[src/hdl/gpfp_pkg.sv]
// Shared types, constants and register codes for the plume field probe.
package gpfp_pkg;

    localparam int MAX_GRID_SIDE = 1024;
    localparam int QUEUE_DEPTH   = 2;

    localparam int CFG_IDX_W  = 4;
    localparam int CFG_DATA_W = 32;

    localparam logic [CFG_IDX_W-1:0] REG_SOURCE_X       = 4'd0;
    localparam logic [CFG_IDX_W-1:0] REG_SOURCE_Y       = 4'd1;
    localparam logic [CFG_IDX_W-1:0] REG_CELL_SIZE      = 4'd2;
    localparam logic [CFG_IDX_W-1:0] REG_GRID_COLUMNS   = 4'd3;
    localparam logic [CFG_IDX_W-1:0] REG_GRID_ROWS      = 4'd4;
    localparam logic [CFG_IDX_W-1:0] REG_DECAY_X        = 4'd5;
    localparam logic [CFG_IDX_W-1:0] REG_DECAY_Y        = 4'd6;
    localparam logic [CFG_IDX_W-1:0] REG_PEAK_AMPLITUDE = 4'd7;

    localparam logic [15:0] RST_CELL_SIZE      = 16'd102;
    localparam logic [10:0] RST_GRID_COLUMNS   = 11'd1;
    localparam logic [10:0] RST_GRID_ROWS      = 11'd1;
    localparam logic [31:0] RST_DECAY_X        = 32'd819;
    localparam logic [31:0] RST_DECAY_Y        = 32'd32768;
    localparam logic [31:0] RST_PEAK_AMPLITUDE = 32'd16492134;

    localparam logic [4:0]  STEP_FIRST = 5'd1;
    localparam logic [4:0]  STEP_LAST  = 5'd25;
    localparam logic [4:0]  STEP_WRAP  = 5'd20;
    localparam logic [7:0]  WIND_HIT   = 8'd128;
    localparam logic [31:0] Q31_ONE    = 32'h8000_0000;
    localparam int          EXP_LIMIT_BIT = 21;

    // Reciprocals scaled by 2^32; the upper product word is the exact floor
    // quotient for any dividend below 2^28.
    localparam logic [31:0] RECIP_3 = 32'd1431655766;
    localparam logic [31:0] RECIP_5 = 32'd858993460;

    localparam logic OP_QUERY = 1'b0;
    localparam logic OP_TICK  = 1'b1;

    typedef struct packed {
        logic              opcode;
        logic signed [23:0] query_x;
        logic signed [23:0] query_y;
        logic signed [23:0] query_z;
    } in_item_t;

    typedef struct packed {
        logic        cell_found;
        logic [31:0] concentration;
        logic [7:0]  wind_speed;
        logic [9:0]  cell_column;
        logic [9:0]  cell_row;
    } out_item_t;

    typedef struct packed {
        logic signed [23:0] source_x;
        logic signed [23:0] source_y;
        logic [15:0]        cell_size;
        logic [10:0]        grid_columns;
        logic [10:0]        grid_rows;
        logic [31:0]        decay_x;
        logic [31:0]        decay_y;
        logic [31:0]        peak_amplitude;
    } cfg_t;

    typedef struct packed {
        logic     valid;
        logic     is_tick;
        in_item_t item;
    } front_head_t;

endpackage

[src/hdl/gpfp_front.sv]
// Front end: accepts items, tags ticks and holds them in a short queue.
module gpfp_front (
    input  logic                  aclk,
    input  logic                  aresetn,
    input  logic                  s_valid,
    output logic                  s_ready,
    input  gpfp_pkg::in_item_t    s_item,
    output gpfp_pkg::front_head_t head,
    input  logic                  pop
);

    localparam int DEPTH = gpfp_pkg::QUEUE_DEPTH;
    localparam int PTR_W = (DEPTH > 1) ? $clog2(DEPTH) : 1;
    localparam int CNT_W = $clog2(DEPTH + 1);

    typedef struct packed {
        logic               is_tick;
        gpfp_pkg::in_item_t item;
    } entry_t;

    entry_t            mem_reg [DEPTH];
    logic [PTR_W-1:0]  wr_ptr_reg, wr_ptr_next;
    logic [PTR_W-1:0]  rd_ptr_reg, rd_ptr_next;
    logic [CNT_W-1:0]  count_reg, count_next;
    logic              push, do_pop;

    assign s_ready = (count_reg != CNT_W'(DEPTH));
    assign push    = s_valid && s_ready;
    assign do_pop  = pop && (count_reg != '0);

    assign head.valid   = (count_reg != '0);
    assign head.is_tick = mem_reg[rd_ptr_reg].is_tick;
    assign head.item    = mem_reg[rd_ptr_reg].item;

    always_comb begin
        wr_ptr_next = wr_ptr_reg;
        rd_ptr_next = rd_ptr_reg;
        count_next  = count_reg;
        if (push) begin
            wr_ptr_next = (wr_ptr_reg == PTR_W'(DEPTH - 1)) ? '0 : wr_ptr_reg + 1'b1;
        end
        if (do_pop) begin
            rd_ptr_next = (rd_ptr_reg == PTR_W'(DEPTH - 1)) ? '0 : rd_ptr_reg + 1'b1;
        end
        if (push && !do_pop) begin
            count_next = count_reg + 1'b1;
        end else if (!push && do_pop) begin
            count_next = count_reg - 1'b1;
        end
    end

    always_ff @(posedge aclk) begin
        if (!aresetn) begin
            wr_ptr_reg <= '0;
            rd_ptr_reg <= '0;
            count_reg  <= '0;
        end else begin
            wr_ptr_reg <= wr_ptr_next;
            rd_ptr_reg <= rd_ptr_next;
            count_reg  <= count_next;
        end
    end

    always_ff @(posedge aclk) begin
        if (push) begin
            mem_reg[wr_ptr_reg].is_tick <= (s_item.opcode == gpfp_pkg::OP_TICK);
            mem_reg[wr_ptr_reg].item    <= s_item;
        end
    end

endmodule

[src/hdl/gpfp_div.sv]
// Serial restoring divider, one quotient bit per cycle.
module gpfp_div #(
    parameter int N = 53,
    parameter int D = 17
) (
    input  logic                      aclk,
    input  logic                      aresetn,
    input  logic                      start,
    input  logic [N-1:0]              dividend,
    input  logic [$clog2(N+1)-1:0]    len,
    input  logic [D-1:0]              divisor,
    output logic                      done,
    output logic [N-1:0]              quotient
);

    localparam int LEN_W = $clog2(N + 1);

    logic [D:0]       rem_reg, rem_next;
    logic [N-1:0]     quo_reg, quo_next;
    logic [D-1:0]     dvs_reg, dvs_next;
    logic [LEN_W-1:0] cnt_reg, cnt_next;
    logic             busy_reg, busy_next;
    logic             done_reg, done_next;
    logic [D:0]       rem_sh;
    logic [LEN_W-1:0] shamt;

    assign done     = done_reg;
    assign quotient = quo_reg;
    assign shamt    = LEN_W'(N) - len;
    assign rem_sh   = {rem_reg[D-1:0], quo_reg[N-1]};

    always_comb begin
        rem_next  = rem_reg;
        quo_next  = quo_reg;
        dvs_next  = dvs_reg;
        cnt_next  = cnt_reg;
        busy_next = busy_reg;
        done_next = 1'b0;
        if (start) begin
            rem_next  = '0;
            quo_next  = dividend << shamt;
            dvs_next  = divisor;
            cnt_next  = len;
            busy_next = 1'b1;
        end else if (busy_reg) begin
            if (rem_sh >= {1'b0, dvs_reg}) begin
                rem_next = rem_sh - {1'b0, dvs_reg};
                quo_next = {quo_reg[N-2:0], 1'b1};
            end else begin
                rem_next = rem_sh;
                quo_next = {quo_reg[N-2:0], 1'b0};
            end
            cnt_next = cnt_reg - 1'b1;
            if (cnt_reg == LEN_W'(1)) begin
                busy_next = 1'b0;
                done_next = 1'b1;
            end
        end
    end

    always_ff @(posedge aclk) begin
        if (!aresetn) begin
            busy_reg <= 1'b0;
            done_reg <= 1'b0;
            cnt_reg  <= '0;
        end else begin
            busy_reg <= busy_next;
            done_reg <= done_next;
            cnt_reg  <= cnt_next;
        end
    end

    always_ff @(posedge aclk) begin
        rem_reg <= rem_next;
        quo_reg <= quo_next;
        dvs_reg <= dvs_next;
    end

endmodule

[src/hdl/gpfp_back.sv]
// Back end: sequencer with one shared multiplier and a serial divider.
module gpfp_back #(
    parameter int MAX_GRID_SIDE = gpfp_pkg::MAX_GRID_SIDE
) (
    input  logic                  aclk,
    input  logic                  aresetn,
    input  gpfp_pkg::cfg_t        cfg,
    input  gpfp_pkg::front_head_t head,
    output logic                  pop,
    output logic                  m_valid,
    input  logic                  m_ready,
    output gpfp_pkg::out_item_t   m_item
);

    localparam int IDX_W  = (MAX_GRID_SIDE > 2) ? $clog2(MAX_GRID_SIDE) : 1;
    localparam int S_W    = 32 + 2 * IDX_W + 1;
    localparam int DIV_N  = S_W;
    localparam int DIV_D  = 17;
    localparam int LEN_W  = $clog2(DIV_N + 1);
    localparam int CMP_W  = 18;

    typedef enum logic [29:0] {
        ST_IDLE = 30'b1 << 0,  ST_IX  = 30'b1 << 1,  ST_IXW = 30'b1 << 2,
        ST_IY   = 30'b1 << 3,  ST_IYW = 30'b1 << 4,  ST_CS  = 30'b1 << 5,
        ST_CX   = 30'b1 << 6,  ST_CY  = 30'b1 << 7,  ST_SQX = 30'b1 << 8,
        ST_SQY  = 30'b1 << 9,  ST_SQZ = 30'b1 << 10, ST_CMP = 30'b1 << 11,
        ST_II   = 30'b1 << 12, ST_JJ  = 30'b1 << 13, ST_DX  = 30'b1 << 14,
        ST_DY   = 30'b1 << 15, ST_SUM = 30'b1 << 16, ST_E   = 30'b1 << 17,
        ST_EW   = 30'b1 << 18, ST_V5  = 30'b1 << 19, ST_V5W = 30'b1 << 20,
        ST_VT   = 30'b1 << 21, ST_VD  = 30'b1 << 22, ST_VW  = 30'b1 << 23,
        ST_TT   = 30'b1 << 24, ST_TS  = 30'b1 << 25, ST_PK  = 30'b1 << 26,
        ST_PD   = 30'b1 << 27, ST_PW  = 30'b1 << 28, ST_OUT = 30'b1 << 29
    } state_t;

    function automatic logic [16:0] sat_abs(input logic signed [33:0] v);
        logic [33:0] a;
        a = v[33] ? 34'(-v) : 34'(v);
        return (a[33:17] != '0) ? 17'h1FFFF : a[16:0];
    endfunction

    state_t                state_reg, state_next;
    logic [4:0]            next_step_reg, next_step_next;
    logic [4:0]            field_step_reg, field_step_next;
    logic signed [24:0]    dx0_reg, dx0_next, dy0_reg, dy0_next;
    logic [16:0]           ax_reg, ax_next, ay_reg, ay_next, az_reg, az_next;
    logic [IDX_W-1:0]      ci_reg, ci_next, cj_reg, cj_next;
    logic [63:0]           prod_reg;
    logic [S_W-1:0]        acc_reg, acc_next;
    logic [35:0]           dist_reg, dist_next;
    logic [31:0]           sq_reg, sq_next, cs2_reg, cs2_next, t_reg, t_next;
    logic [27:0]           v_reg, v_next;
    logic [2:0]            term_reg, term_next;
    logic [2:0]            sqcnt_reg, sqcnt_next;
    logic                  found_reg, found_next;
    logic [31:0]           conc_reg, conc_next;
    logic                  out_valid_reg, out_valid_next;
    gpfp_pkg::out_item_t   out_reg, out_next;

    logic [31:0]           mul_a, mul_b;
    logic                  div_start, div_done;
    logic [DIV_N-1:0]      div_dividend, div_quo;
    logic [LEN_W-1:0]      div_len;
    logic [DIV_D-1:0]      div_divisor;

    logic [CMP_W-1:0]      max_side, cnt_x, cnt_y, gx, gy;
    logic [IDX_W-1:0]      last_x, last_y;
    logic signed [26:0]    n_sel;
    logic [27:0]           num_sel;
    logic [IDX_W-1:0]      idx_clamp;
    logic [IDX_W-1:0]      last_sel;
    logic signed [24:0]    d_sel;
    logic signed [33:0]    dfull;
    logic [35:0]           d2;
    logic [27:0]           x_term;
    logic [31:0]           ci_ext, cj_ext;
    logic signed [24:0]    qx_ext, qy_ext, sx_ext, sy_ext;
    logic [23:0]           qz_abs;

    assign max_side = CMP_W'(MAX_GRID_SIDE);
    assign gx       = CMP_W'(cfg.grid_columns);
    assign gy       = CMP_W'(cfg.grid_rows);
    assign cnt_x    = (gx > max_side) ? max_side : gx;
    assign cnt_y    = (gy > max_side) ? max_side : gy;
    assign last_x   = IDX_W'(cnt_x - 1'b1);
    assign last_y   = IDX_W'(cnt_y - 1'b1);

    assign qx_ext = 25'(head.item.query_x);
    assign qy_ext = 25'(head.item.query_y);
    assign sx_ext = 25'(cfg.source_x);
    assign sy_ext = 25'(cfg.source_y);
    assign qz_abs = head.item.query_z[23] ? 24'(-head.item.query_z)
                                           : 24'(head.item.query_z);

    // Round-half-down index: ceil((2d - cs) / 2cs) when positive, else zero.
    assign d_sel   = (state_reg == ST_IX) ? dx0_reg : dy0_reg;
    assign n_sel   = (27'(d_sel) <<< 1) - $signed({11'b0, cfg.cell_size});
    assign num_sel = (n_sel > 0) ? 28'(n_sel) + {11'b0, cfg.cell_size, 1'b0} - 28'd1
                                 : 28'd0;
    assign last_sel  = (state_reg == ST_IXW) ? last_x : last_y;
    assign idx_clamp = (div_quo > DIV_N'(last_sel)) ? last_sel : div_quo[IDX_W-1:0];

    assign dfull  = 34'((state_reg == ST_CY) ? dx0_reg : dy0_reg)
                  - $signed({1'b0, prod_reg[32:0]});
    assign d2     = dist_reg + prod_reg[35:0];
    assign x_term = prod_reg[58:31];
    assign ci_ext = 32'(ci_reg);
    assign cj_ext = 32'(cj_reg);

    always_comb begin
        mul_a = '0;
        mul_b = '0;
        unique case (state_reg)
            ST_CS:   begin mul_a = 32'(cfg.cell_size); mul_b = 32'(cfg.cell_size); end
            ST_CX:   begin mul_a = 32'(cfg.cell_size); mul_b = ci_ext; end
            ST_CY:   begin mul_a = 32'(cfg.cell_size); mul_b = cj_ext; end
            ST_SQX:  begin mul_a = 32'(ax_reg); mul_b = 32'(ax_reg); end
            ST_SQY:  begin mul_a = 32'(ay_reg); mul_b = 32'(ay_reg); end
            ST_SQZ:  begin mul_a = 32'(az_reg); mul_b = 32'(az_reg); end
            ST_II:   begin mul_a = ci_ext; mul_b = ci_ext; end
            ST_JJ:   begin mul_a = cj_ext; mul_b = cj_ext; end
            ST_DX:   begin mul_a = cfg.decay_x; mul_b = sq_reg; end
            ST_DY:   begin mul_a = cfg.decay_y; mul_b = sq_reg; end
            ST_V5:   begin mul_a = 32'(v_reg); mul_b = gpfp_pkg::RECIP_5; end
            ST_VT:   begin mul_a = 32'(v_reg); mul_b = t_reg; end
            ST_VD:   begin mul_a = 32'(x_term); mul_b = gpfp_pkg::RECIP_3; end
            ST_TT:   begin mul_a = t_reg; mul_b = t_reg; end
            ST_PK:   begin mul_a = cfg.peak_amplitude; mul_b = t_reg; end
            default: begin mul_a = '0; mul_b = '0; end
        endcase
    end

    always_ff @(posedge aclk) begin
        prod_reg <= mul_a * mul_b;
    end

    always_comb begin
        state_next      = state_reg;
        next_step_next  = next_step_reg;
        field_step_next = field_step_reg;
        dx0_next   = dx0_reg;
        dy0_next   = dy0_reg;
        ax_next    = ax_reg;
        ay_next    = ay_reg;
        az_next    = az_reg;
        ci_next    = ci_reg;
        cj_next    = cj_reg;
        acc_next   = acc_reg;
        dist_next  = dist_reg;
        sq_next    = sq_reg;
        cs2_next   = cs2_reg;
        t_next     = t_reg;
        v_next     = v_reg;
        term_next  = term_reg;
        sqcnt_next = sqcnt_reg;
        found_next = found_reg;
        conc_next  = conc_reg;
        out_valid_next = out_valid_reg;
        out_next   = out_reg;
        pop          = 1'b0;
        div_start    = 1'b0;
        div_dividend = '0;
        div_len      = '0;
        div_divisor  = '0;

        if (out_valid_reg && m_ready) begin
            out_valid_next = 1'b0;
        end

        unique case (state_reg)
            ST_IDLE: begin
                if (head.valid) begin
                    pop = 1'b1;
                    if (head.is_tick) begin
                        field_step_next = next_step_reg;
                        next_step_next  = (next_step_reg >= gpfp_pkg::STEP_LAST)
                                        ? gpfp_pkg::STEP_WRAP : next_step_reg + 1'b1;
                    end else begin
                        dx0_next   = qx_ext - sx_ext;
                        dy0_next   = qy_ext - sy_ext;
                        az_next    = (qz_abs[23:17] != '0) ? 17'h1FFFF : qz_abs[16:0];
                        found_next = 1'b0;
                        conc_next  = '0;
                        if (cfg.cell_size == '0 || cnt_x == '0 || cnt_y == '0) begin
                            state_next = ST_OUT;
                        end else begin
                            state_next = ST_IX;
                        end
                    end
                end
            end
            ST_IX, ST_IY: begin
                div_start    = 1'b1;
                div_dividend = DIV_N'(num_sel);
                div_len      = LEN_W'(28);
                div_divisor  = {cfg.cell_size, 1'b0};
                state_next   = (state_reg == ST_IX) ? ST_IXW : ST_IYW;
            end
            ST_IXW: begin
                if (div_done) begin
                    ci_next    = idx_clamp;
                    state_next = ST_IY;
                end
            end
            ST_IYW: begin
                if (div_done) begin
                    cj_next    = idx_clamp;
                    state_next = ST_CS;
                end
            end
            ST_CS:  state_next = ST_CX;
            ST_CX: begin
                cs2_next   = prod_reg[31:0];
                state_next = ST_CY;
            end
            ST_CY: begin
                ax_next    = sat_abs(dfull);
                state_next = ST_SQX;
            end
            ST_SQX: begin
                ay_next    = sat_abs(dfull);
                state_next = ST_SQY;
            end
            ST_SQY: begin
                dist_next  = prod_reg[35:0];
                state_next = ST_SQZ;
            end
            ST_SQZ: begin
                dist_next  = dist_reg + prod_reg[35:0];
                state_next = ST_CMP;
            end
            ST_CMP: begin
                if (d2 >= 36'(cs2_reg)) begin
                    state_next = ST_OUT;
                end else begin
                    found_next = 1'b1;
                    state_next = (field_step_reg == '0) ? ST_OUT : ST_II;
                end
            end
            ST_II:  state_next = ST_JJ;
            ST_JJ: begin
                sq_next    = prod_reg[31:0];
                state_next = ST_DX;
            end
            ST_DX: begin
                sq_next    = prod_reg[31:0];
                state_next = ST_DY;
            end
            ST_DY: begin
                acc_next   = S_W'(prod_reg);
                state_next = ST_SUM;
            end
            ST_SUM: begin
                acc_next   = acc_reg + S_W'(prod_reg);
                state_next = ST_E;
            end
            ST_E: begin
                div_start    = 1'b1;
                div_dividend = acc_reg;
                div_len      = LEN_W'(S_W);
                div_divisor  = DIV_D'(field_step_reg);
                state_next   = ST_EW;
            end
            ST_EW: begin
                if (div_done) begin
                    if (div_quo[DIV_N-1:gpfp_pkg::EXP_LIMIT_BIT] != '0) begin
                        state_next = ST_OUT;
                    end else begin
                        v_next     = {div_quo[gpfp_pkg::EXP_LIMIT_BIT-1:0], 7'b0};
                        state_next = ST_V5;
                    end
                end
            end
            ST_V5:  state_next = ST_V5W;
            ST_V5W: begin
                t_next     = gpfp_pkg::Q31_ONE - prod_reg[63:32];
                term_next  = 3'd4;
                state_next = ST_VT;
            end
            ST_VT:  state_next = ST_VD;
            ST_VD: begin
                // Horner terms divide by 4, 3, 2 and 1 in turn; the second uses a
                // reciprocal product that is ready in the next state.
                unique case (term_reg)
                    3'd4: t_next = gpfp_pkg::Q31_ONE - 32'(x_term >> 2);
                    3'd2: t_next = gpfp_pkg::Q31_ONE - 32'(x_term >> 1);
                    3'd1: t_next = gpfp_pkg::Q31_ONE - 32'(x_term);
                    default: ;
                endcase
                term_next  = term_reg - 1'b1;
                sqcnt_next = '0;
                if (term_reg == 3'd3) begin
                    state_next = ST_VW;
                end else if (term_reg == 3'd1) begin
                    state_next = ST_TT;
                end else begin
                    state_next = ST_VT;
                end
            end
            ST_VW: begin
                t_next     = gpfp_pkg::Q31_ONE - prod_reg[63:32];
                state_next = ST_VT;
            end
            ST_TT:  state_next = ST_TS;
            ST_TS: begin
                t_next     = prod_reg[62:31];
                sqcnt_next = sqcnt_reg + 1'b1;
                state_next = (sqcnt_reg == 3'd7) ? ST_PK : ST_TT;
            end
            ST_PK:  state_next = ST_PD;
            ST_PD: begin
                div_start    = 1'b1;
                div_dividend = DIV_N'(prod_reg[63:31]);
                div_len      = LEN_W'(33);
                div_divisor  = DIV_D'(field_step_reg);
                state_next   = ST_PW;
            end
            ST_PW: begin
                if (div_done) begin
                    conc_next  = div_quo[31:0];
                    state_next = ST_OUT;
                end
            end
            ST_OUT: begin
                if (!out_valid_reg || m_ready) begin
                    out_valid_next         = 1'b1;
                    out_next.cell_found    = found_reg;
                    out_next.concentration = found_reg ? conc_reg : '0;
                    out_next.wind_speed    = found_reg ? gpfp_pkg::WIND_HIT : '0;
                    out_next.cell_column   = found_reg ? ci_ext[9:0] : '0;
                    out_next.cell_row      = found_reg ? cj_ext[9:0] : '0;
                    state_next             = ST_IDLE;
                end
            end
            default: state_next = ST_IDLE;
        endcase
    end

    always_ff @(posedge aclk) begin
        if (!aresetn) begin
            state_reg      <= ST_IDLE;
            next_step_reg  <= gpfp_pkg::STEP_FIRST;
            field_step_reg <= '0;
            out_valid_reg  <= 1'b0;
            term_reg       <= '0;
            sqcnt_reg      <= '0;
        end else begin
            state_reg      <= state_next;
            next_step_reg  <= next_step_next;
            field_step_reg <= field_step_next;
            out_valid_reg  <= out_valid_next;
            term_reg       <= term_next;
            sqcnt_reg      <= sqcnt_next;
        end
    end

    always_ff @(posedge aclk) begin
        dx0_reg   <= dx0_next;
        dy0_reg   <= dy0_next;
        ax_reg    <= ax_next;
        ay_reg    <= ay_next;
        az_reg    <= az_next;
        ci_reg    <= ci_next;
        cj_reg    <= cj_next;
        acc_reg   <= acc_next;
        dist_reg  <= dist_next;
        sq_reg    <= sq_next;
        cs2_reg   <= cs2_next;
        t_reg     <= t_next;
        v_reg     <= v_next;
        found_reg <= found_next;
        conc_reg  <= conc_next;
        out_reg   <= out_next;
    end

    gpfp_div #(
        .N (DIV_N),
        .D (DIV_D)
    ) u_div (
        .aclk     (aclk),
        .aresetn  (aresetn),
        .start    (div_start),
        .dividend (div_dividend),
        .len      (div_len),
        .divisor  (div_divisor),
        .done     (div_done),
        .quotient (div_quo)
    );

    assign m_valid = out_valid_reg;
    assign m_item  = out_reg;

endmodule

[src/hdl/gaussian_plume_field_probe.sv]
// Top level of the plume field probe: configuration registers, front queue and back end.
//
//  channel  direction  handshake            payload
//  s_       in         s_valid / s_ready    s_item (opcode, query_x, query_y, query_z)
//  m_       out        m_valid / m_ready    m_item (cell_found, concentration, ...)
//  cfg_     in         cfg_wr_en            cfg_index, cfg_wdata
//
// An empty-grid query goes straight out; a miss or a hit before the first tick ends at
// the distance compare, a hit with an out-of-range exponent at the exponent division, and
// a hit with a concentration at the last one. The divider makes one quotient bit per
// cycle. Reset is synchronous and needs no clearing pass. While a result waits the back
// end holds in its last state, and the front queue takes new transfers until it is full.
module gaussian_plume_field_probe #(
    parameter int MAX_GRID_SIDE = gpfp_pkg::MAX_GRID_SIDE
) (
    input  logic                               aclk,
    input  logic                               aresetn,
    input  logic                               s_valid,
    output logic                               s_ready,
    input  gpfp_pkg::in_item_t                 s_item,
    output logic                               m_valid,
    input  logic                               m_ready,
    output gpfp_pkg::out_item_t                m_item,
    input  logic                               cfg_wr_en,
    input  logic [gpfp_pkg::CFG_IDX_W-1:0]     cfg_index,
    input  logic [gpfp_pkg::CFG_DATA_W-1:0]    cfg_wdata
);

    gpfp_pkg::cfg_t        cfg_reg;
    gpfp_pkg::front_head_t head;
    logic                  pop;

    always_ff @(posedge aclk) begin
        if (!aresetn) begin
            cfg_reg.source_x       <= '0;
            cfg_reg.source_y       <= '0;
            cfg_reg.cell_size      <= gpfp_pkg::RST_CELL_SIZE;
            cfg_reg.grid_columns   <= gpfp_pkg::RST_GRID_COLUMNS;
            cfg_reg.grid_rows      <= gpfp_pkg::RST_GRID_ROWS;
            cfg_reg.decay_x        <= gpfp_pkg::RST_DECAY_X;
            cfg_reg.decay_y        <= gpfp_pkg::RST_DECAY_Y;
            cfg_reg.peak_amplitude <= gpfp_pkg::RST_PEAK_AMPLITUDE;
        end else if (cfg_wr_en) begin
            unique case (cfg_index)
                gpfp_pkg::REG_SOURCE_X:       cfg_reg.source_x       <= cfg_wdata[23:0];
                gpfp_pkg::REG_SOURCE_Y:       cfg_reg.source_y       <= cfg_wdata[23:0];
                gpfp_pkg::REG_CELL_SIZE:      cfg_reg.cell_size      <= cfg_wdata[15:0];
                gpfp_pkg::REG_GRID_COLUMNS:   cfg_reg.grid_columns   <= cfg_wdata[10:0];
                gpfp_pkg::REG_GRID_ROWS:      cfg_reg.grid_rows      <= cfg_wdata[10:0];
                gpfp_pkg::REG_DECAY_X:        cfg_reg.decay_x        <= cfg_wdata;
                gpfp_pkg::REG_DECAY_Y:        cfg_reg.decay_y        <= cfg_wdata;
                gpfp_pkg::REG_PEAK_AMPLITUDE: cfg_reg.peak_amplitude <= cfg_wdata;
                default: ;
            endcase
        end
    end

    gpfp_front u_front (
        .aclk    (aclk),
        .aresetn (aresetn),
        .s_valid (s_valid),
        .s_ready (s_ready),
        .s_item  (s_item),
        .head    (head),
        .pop     (pop)
    );

    gpfp_back #(
        .MAX_GRID_SIDE (MAX_GRID_SIDE)
    ) u_back (
        .aclk    (aclk),
        .aresetn (aresetn),
        .cfg     (cfg_reg),
        .head    (head),
        .pop     (pop),
        .m_valid (m_valid),
        .m_ready (m_ready),
        .m_item  (m_item)
    );

endmodule

[config.mk]
export PLATFORM = sky130hd
export DESIGN_NAME = gaussian_plume_field_probe
export DESIGN_NICKNAME = d
export VERILOG_FILES = /design/src/hdl/gpfp_pkg.sv /design/src/hdl/gpfp_front.sv /design/src/hdl/gpfp_div.sv /design/src/hdl/gpfp_back.sv /design/src/hdl/gaussian_plume_field_probe.sv
export SDC_FILE = /design/constraint.sdc
export NUM_CORES = 2
export LEC_CHECK = 0
export BUFFER_PORTS_ARGS = -buffer_cell sky130_fd_sc_hd__buf_2
export CELL_PAD_IN_SITES_DETAIL_PLACEMENT = 0
export CELL_PAD_IN_SITES_GLOBAL_PLACEMENT = 1
export CORE_MARGIN = 5
export CORE_UTILIZATION = 51
export DETAILED_ROUTE_END_ITERATION = 6
export PLACE_DENSITY_LB_ADDON = 0.3
export SKIP_LAST_GASP = 1
export SLEW_MARGIN = 20
export SYNTH_ARGS = -nofsm -noshare
export SYNTH_HDL_FRONTEND = slang
export SYNTH_SLANG_ARGS = --single-unit
[constraint.sdc]
create_clock -name aclk -period 17.5 [get_ports aclk]
set_clock_uncertainty 0.05 [all_clocks]
set_input_delay 3.5 -clock aclk [delete_from_list [all_inputs] [get_ports aclk]]
set_output_delay 3.5 -clock aclk [all_outputs]
set_load 0.01 [all_outputs]
Yosys cells after proc, flatten, opt, wreduce, memory -nomap -nowiden
Memories as Yosys holds them, arrays and structs flattened. A register that Yosys moved wholly into a read port is not among the register bits.
Cells that the tools add are included.
- add/sub/neg operators: 26
- multiply operators: 1
- div/mod/pow operators: 0
- order comparisons: 7
- equal/unequal tests: 53
- shifts and indexed selects: 1
- mux-type cells: 71
- bitwise gates (word level): 4
- reductions and logical operators: 59
- operators by type and width (kind ; count):
    $pmux 30 s28 ; 1
    $pmux 32 s12 ; 1
    $mux 30 ; 12
    $pmux 32 s10 ; 1
    $pmux 32 s3 ; 2
    $pmux 53 s3 ; 1
    $mux 53 ; 2
    $pmux 53 s2 ; 1
    $mux 32 ; 3
    $pmux 36 s2 ; 1
    $mux 34 ; 2
    $mul 32x32->64 ; 1
    $pmux 32 s2 ; 1
    $add 53x53->53 ; 1
    $gt 53x10->1 ; 1
    $shl 53x6->53 ; 1
    $mux 25 ; 2
    $sub 24x24->25 ; 2
    $add 36x36->36 ; 1
    $ge 36x32->1 ; 1
    $logic_not 18->1 ; 2
    $mux 17 ; 2
    $neg 34->34 ; 1
    $pmux 17 s2 ; 1
    other kinds (95) ; 178
- flip-flop bits (word level): 813
- latch bits: 0
- memory bits (writable): 148
- bits in read-only memories: 0
- input bits: 114
- output and inout bits: 63
- logic and storage cells: 267
- memories kept: 1
- memory list (memory ; words ; bits a word ; rd ports ; clocked after Yosys merged registers in ; wr ports ; line ; text):
    u_front.mem_reg ; 2 ; 74 ; 1 ; 1 ; 1 ; gpfp_front.sv:21 ; entry_t mem_reg [DEPTH];

Depth between registers and ports, before layout
- depth in word-level cells: 9
- depth in mapped cells: 44
- depth with buffers taken out: 40

By module
Synthesis repeated with hierarchy kept, for this count alone.
- cell total of the unflattened synthesis: 9390
- area, all modules: 88767.6 um^2
- by module, submodules not included (module ; instances ; cells each ; area each (um^2) ; seq. area each (um^2)):
    gpfp_back ; 1 ; 7693 ; 68864.8 ; 14624.0
    gpfp_div ; 1 ; 780 ; 7534.7 ; 2602.5
    gaussian_plume_field_probe ; 1 ; 665 ; 6854.1 ; 3643.5
    gpfp_front ; 1 ; 252 ; 5514.0 ; 4484.3

Worst setup path before layout
OpenSTA, ideal clock, no wires.
- kind: flip-flop to flip-flop
- from: register u_back.state_reg[17]
- to: register u_back.prod_reg[58]
- library setup time: 0.072 ns
- data arrival time: 12.928 ns
- data required time: 17.378 ns
- path slack: 4.450 ns
- cell stages (with the launch flop): 40
- path buffers: 3
- clock period less this slack: 13.050 ns
- cells stage by stage: dfxtp_1 nor4_1 nand4_1 nor4_1 nand2_1 nor3b_1 or3_1 clkbuf_1 buf_2 a22oi_1 nand2_1 or3_1 clkbuf_1 nand2_1 fa_1 inv_1 fa_1 inv_1 (+4 left out) fa_1 fa_1 inv_1 fa_1 inv_1 ha_1 nand2_1 nor4_1 and3_1 a32o_1 o41ai_1 nor4_1 o211a_1 o21ai_0 or3b_2 a21o_1 a31oi_1 xnor2_1
- cells in the longest elaborated chain, start to end: 4
- elaborated cells between the ends (all ways): 24
- those cells by class: 1 x mul; 15 x eq/ne; 2 x mux; 6 x reduce/logical
- RTL lines (what ; line ; text):
    from (decl) ; gpfp_back.sv:41 ; state_t state_reg, state_next;
    from (signal assigned) ; gpfp_back.sv:347 ; state_reg <= state_next;
    $eq 30x6->1 (tied with other cells) ; gpfp_back.sv:112 ; unique case (state_reg)
    $reduce_or 3->1 (no line) or $reduce_or 2->1 (tied branches) ; n/a ;
    $pmux 32 s12 or $pmux 32 s10 (tied branches) ; gpfp_back.sv:112 ;
    $mul 32x32->64 * ; gpfp_back.sv:133 ; prod_reg <= mul_a * mul_b;
    to (signal assigned) ; gpfp_back.sv:133 ;
    to (decl) ; gpfp_back.sv:47 ; logic [63:0] prod_reg;
Mark *: on every way between the ends. The rest lies on a longest branch, timed or not.
A chain may end at the register's enable or synchronous reset.

Worst setup path in the final report
- from: register u_back.state_reg[16]
- to: register u_back.prod_reg[57]
The elaborated chain is that of the path after synthesis.

==> flow_metrics.env <==
export IMPL_outcome="completed"
export IMPL_synth_xor_area_share_pct=3.38
export IMPL_hold_path_startpoint="cfg_reg[85]"
export IMPL_layout_drive_gt1_share_pct=8.39
export IMPL_syn_to_final_growth_pct=8.95
export IMPL_drtAntennaViolNets=0
export IMPL_whs_ps=404
export IMPL_synth_compound_area_share_pct=12.7
export IMPL_dieArea_mm2=0.178
export IMPL_finalPower_uw=8230
export IMPL_grt_pass1_wl_um=464000
export IMPL_p_leak_uw=0.0406
export IMPL_hold_viol_final=0
export IMPL_tns_ps=0
export IMPL_final_seq_area_mm2=0.0254
export IMPL_track_usage_pct=35.1
export IMPL_r2r_end="u_back.prod_reg[57]"
export IMPL_synthMuxAreaShare_pct=1.97
export IMPL_dr_pass1_iters=7
export IMPL_r2r_start="u_back.state_reg[16]"
export IMPL_fp_dieW_um=421
export IMPL_grt_max_degree=128
export IMPL_max_freq_mhz=74.2
export IMPL_cpPeakStageDelay_ps=1030
export IMPL_reg2regPathDepth=35
export IMPL_worstPathArrival_ps=13990
export IMPL_post_cts_buffers=0
export IMPL_setup_viol=0
export IMPL_rows=151
export IMPL_path_clk_slew_ps=60
export IMPL_ys_ff_latch=952
export IMPL_crit_type="register to register"
export IMPL_required_ps=18020
export IMPL_synth_top_family_by_area="adder cells"
export IMPL_cts_hold_buf=0
export IMPL_fin_crit_sh_pct=77.0
export IMPL_synthArstFlopShare_pct=0
export IMPL_slew_headroom_pct=22.4
export IMPL_max_cap_violations=0
export IMPL_dp_hpwl_um=244000
export IMPL_ys_seq_area_share_pct=29.4
export IMPL_synth_ff_type="edfxtp_1"
export IMPL_cts_tree="done"
export IMPL_worst_slew_pin_slew_ps=1160
export IMPL_die_y_um=421
export IMPL_finalWorstSetupSlack_ps=4030
export IMPL_port_buffers=169
export IMPL_io_pins=177
export IMPL_place_ws_ps=4200
export IMPL_clock_sinks=952
export IMPL_multi_input_area_mm2=0.0548
export IMPL_crit_slowest_cell="and4b_1"
export IMPL_hp_class="register to register"
export IMPL_place_area_mm2=0.0902
export IMPL_gp_congestion=1.01
export IMPL_endpoint_kind="register"
export IMPL_totalWireLength_um=317000
export IMPL_nNetsFinal=11000
export IMPL_crit_fanout=20
export IMPL_vdd_drop_max_uv=117
export IMPL_rrSetupSlack_ps=4030
export IMPL_critPathLaunchType="register"
export IMPL_yosys_cell_types_count=105
export IMPL_rsz0062_at_grt="false"
export IMPL_largest_reg_flops=182
export IMPL_synth_cells=9333
export IMPL_yosysWarnings=0
export IMPL_cts_repair_resized=0
export IMPL_core_mm2=0.169
export IMPL_drt_iter0_drc=8036
export IMPL_viasPerCell=6.08
export IMPL_period_needed_ps=13470
export IMPL_min_to="cfg_reg[85]"
export IMPL_netlist_area_mm2=0.0863
export IMPL_clockRootBuffer="clkbuf_16"
export IMPL_cts_made_buffers=109
export IMPL_drc_errors=0
export IMPL_finalMaxSlewViolations=0
export IMPL_mostFrequentLayoutCells="1346 x nand2_1, 1273 x inv_1, 903 x fa_1"
export IMPL_grt_overflow=0
export IMPL_fill_cells=15200
export IMPL_p_per_area_mw_per_mm2=87.5
export IMPL_antenna_found_initial=16
export IMPL_htree_levels=3
export IMPL_synth_edff_count=629
export IMPL_synthAdderAreaFrac_pct=29.2
export IMPL_first_global_vias=70100
export IMPL_initial_core_util_pct=51.1
export IMPL_vias=71100
export IMPL_final_common_cell="nand2_1"
export IMPL_wl_per_cell_um=27.1
export IMPL_min_path_cells=2
export IMPL_clk_latency_ps=760
export IMPL_avgSynthCellArea_um2=9.25
export IMPL_final_area_mm2=0.0941
export IMPL_cpMostUsedCell="fa_1"
export IMPL_cts_max_path_buffers=3
export IMPL_synth_simple_gate_area_share_pct=15.8
[where the power goes]
part | internal, uW | total (uW) | leakage [uW] | switching, uW
logic | 1100 | 2960 | 0.0301 | 1870
registers | 2660 | 2790 | 0.00859 | 134
clock network | 1440 | 2470 | 0.00187 | 1030
[cell type report]
class	instances	share of cell area, %
repair buffers	380	2.61
well taps	2218	2.95
clock buffers	134	3.17
diodes	10	0.0266
multi-input cells	6656	58.3
clock inverters	72	0.916
flip-flops and latches	952	27.0
inverters	1275	5.09
[routing by layer]
metal | up-vias | track usage, % | share of wire [%]
met5 | - | 0 | 0.0079
met4 | 4 | 20.6 | 7.3
met3 | 818 | 8.80 | 11
met2 | 3682 | 53.3 | 43
met1 | 35300 | 45.7 | 39
li1 | 31300 | - | -
[per-stage QoR]
stage          utilization [%]  instances
5_1_grt                   55.7      11700
3_5_place_dp              53.4      11500
3_3_place_gp              53.4      11500
4_1_cts                   55.7      11700
6_report                  55.7      11700
2_1_floorplan                -       9339
[critical path: cells and delay by family, from the launching register on]
family,cells,cell delay (ps)
XOR/XNOR,1,170
AND/OR/NAND/NOR,13,5650
buffers and inverters,5,270
adder cells (fa/ha/maj),9,4260
flip-flops,1,330
AO/OA/AOI/OAI,7,2550
[Yosys cell counts, types with 113 or more instances]
cell      instances  share of area, %
a21oi_1         469               2.7
inv_1          1274               5.5
fa_1            903                21
nand2_1        1346               5.9
nand3_1         113              0.65
edfxtp_1        629                22
xnor2_1         204               2.1
dfxtp_1         323               7.5
nor2_1          793               3.4
and2_1          150               1.1
ha_1            567               8.2
a21o_1          145               1.3
xor2_1          129               1.3
clkbuf_1        376               1.6
o21ai_0         347               2.0
[logic make-up after synthesis]
| group | after synthesis |
|---|---|
| AND/OR/NAND/NOR | 3030 |
| buffers and inverters | 1731 |
| AO/OA/AOI/OAI | 1658 |
| adder cells (fa/ha/maj) | 1470 |
| flip-flops | 952 |
| XOR/XNOR | 333 |
| multiplexers | 158 |
| other | 1 |
[how the worst max path moves through the flow]
| stage | from | end | slack [ps] | depth (start not counted) |
|---|---|---|---|---|
| after floorplan | u_back.state_reg[17] | u_back.prod_reg[58] | 4450 | 39 |
| after global placement | u_back.state_reg[16] | u_back.prod_reg[60] | 4240 | 36 |
| after detailed placement | u_back.state_reg[17] | u_back.prod_reg[60] | 4200 | 36 |
| after CTS | u_back.state_reg[17] | u_back.prod_reg[60] | 4080 | 36 |
| after global routing | u_back.state_reg[17] | u_back.prod_reg[55] | 3460 | 35 |
| final | u_back.state_reg[16] | u_back.prod_reg[57] | 4030 | 35 |
(Power assumes the default switching activity.)
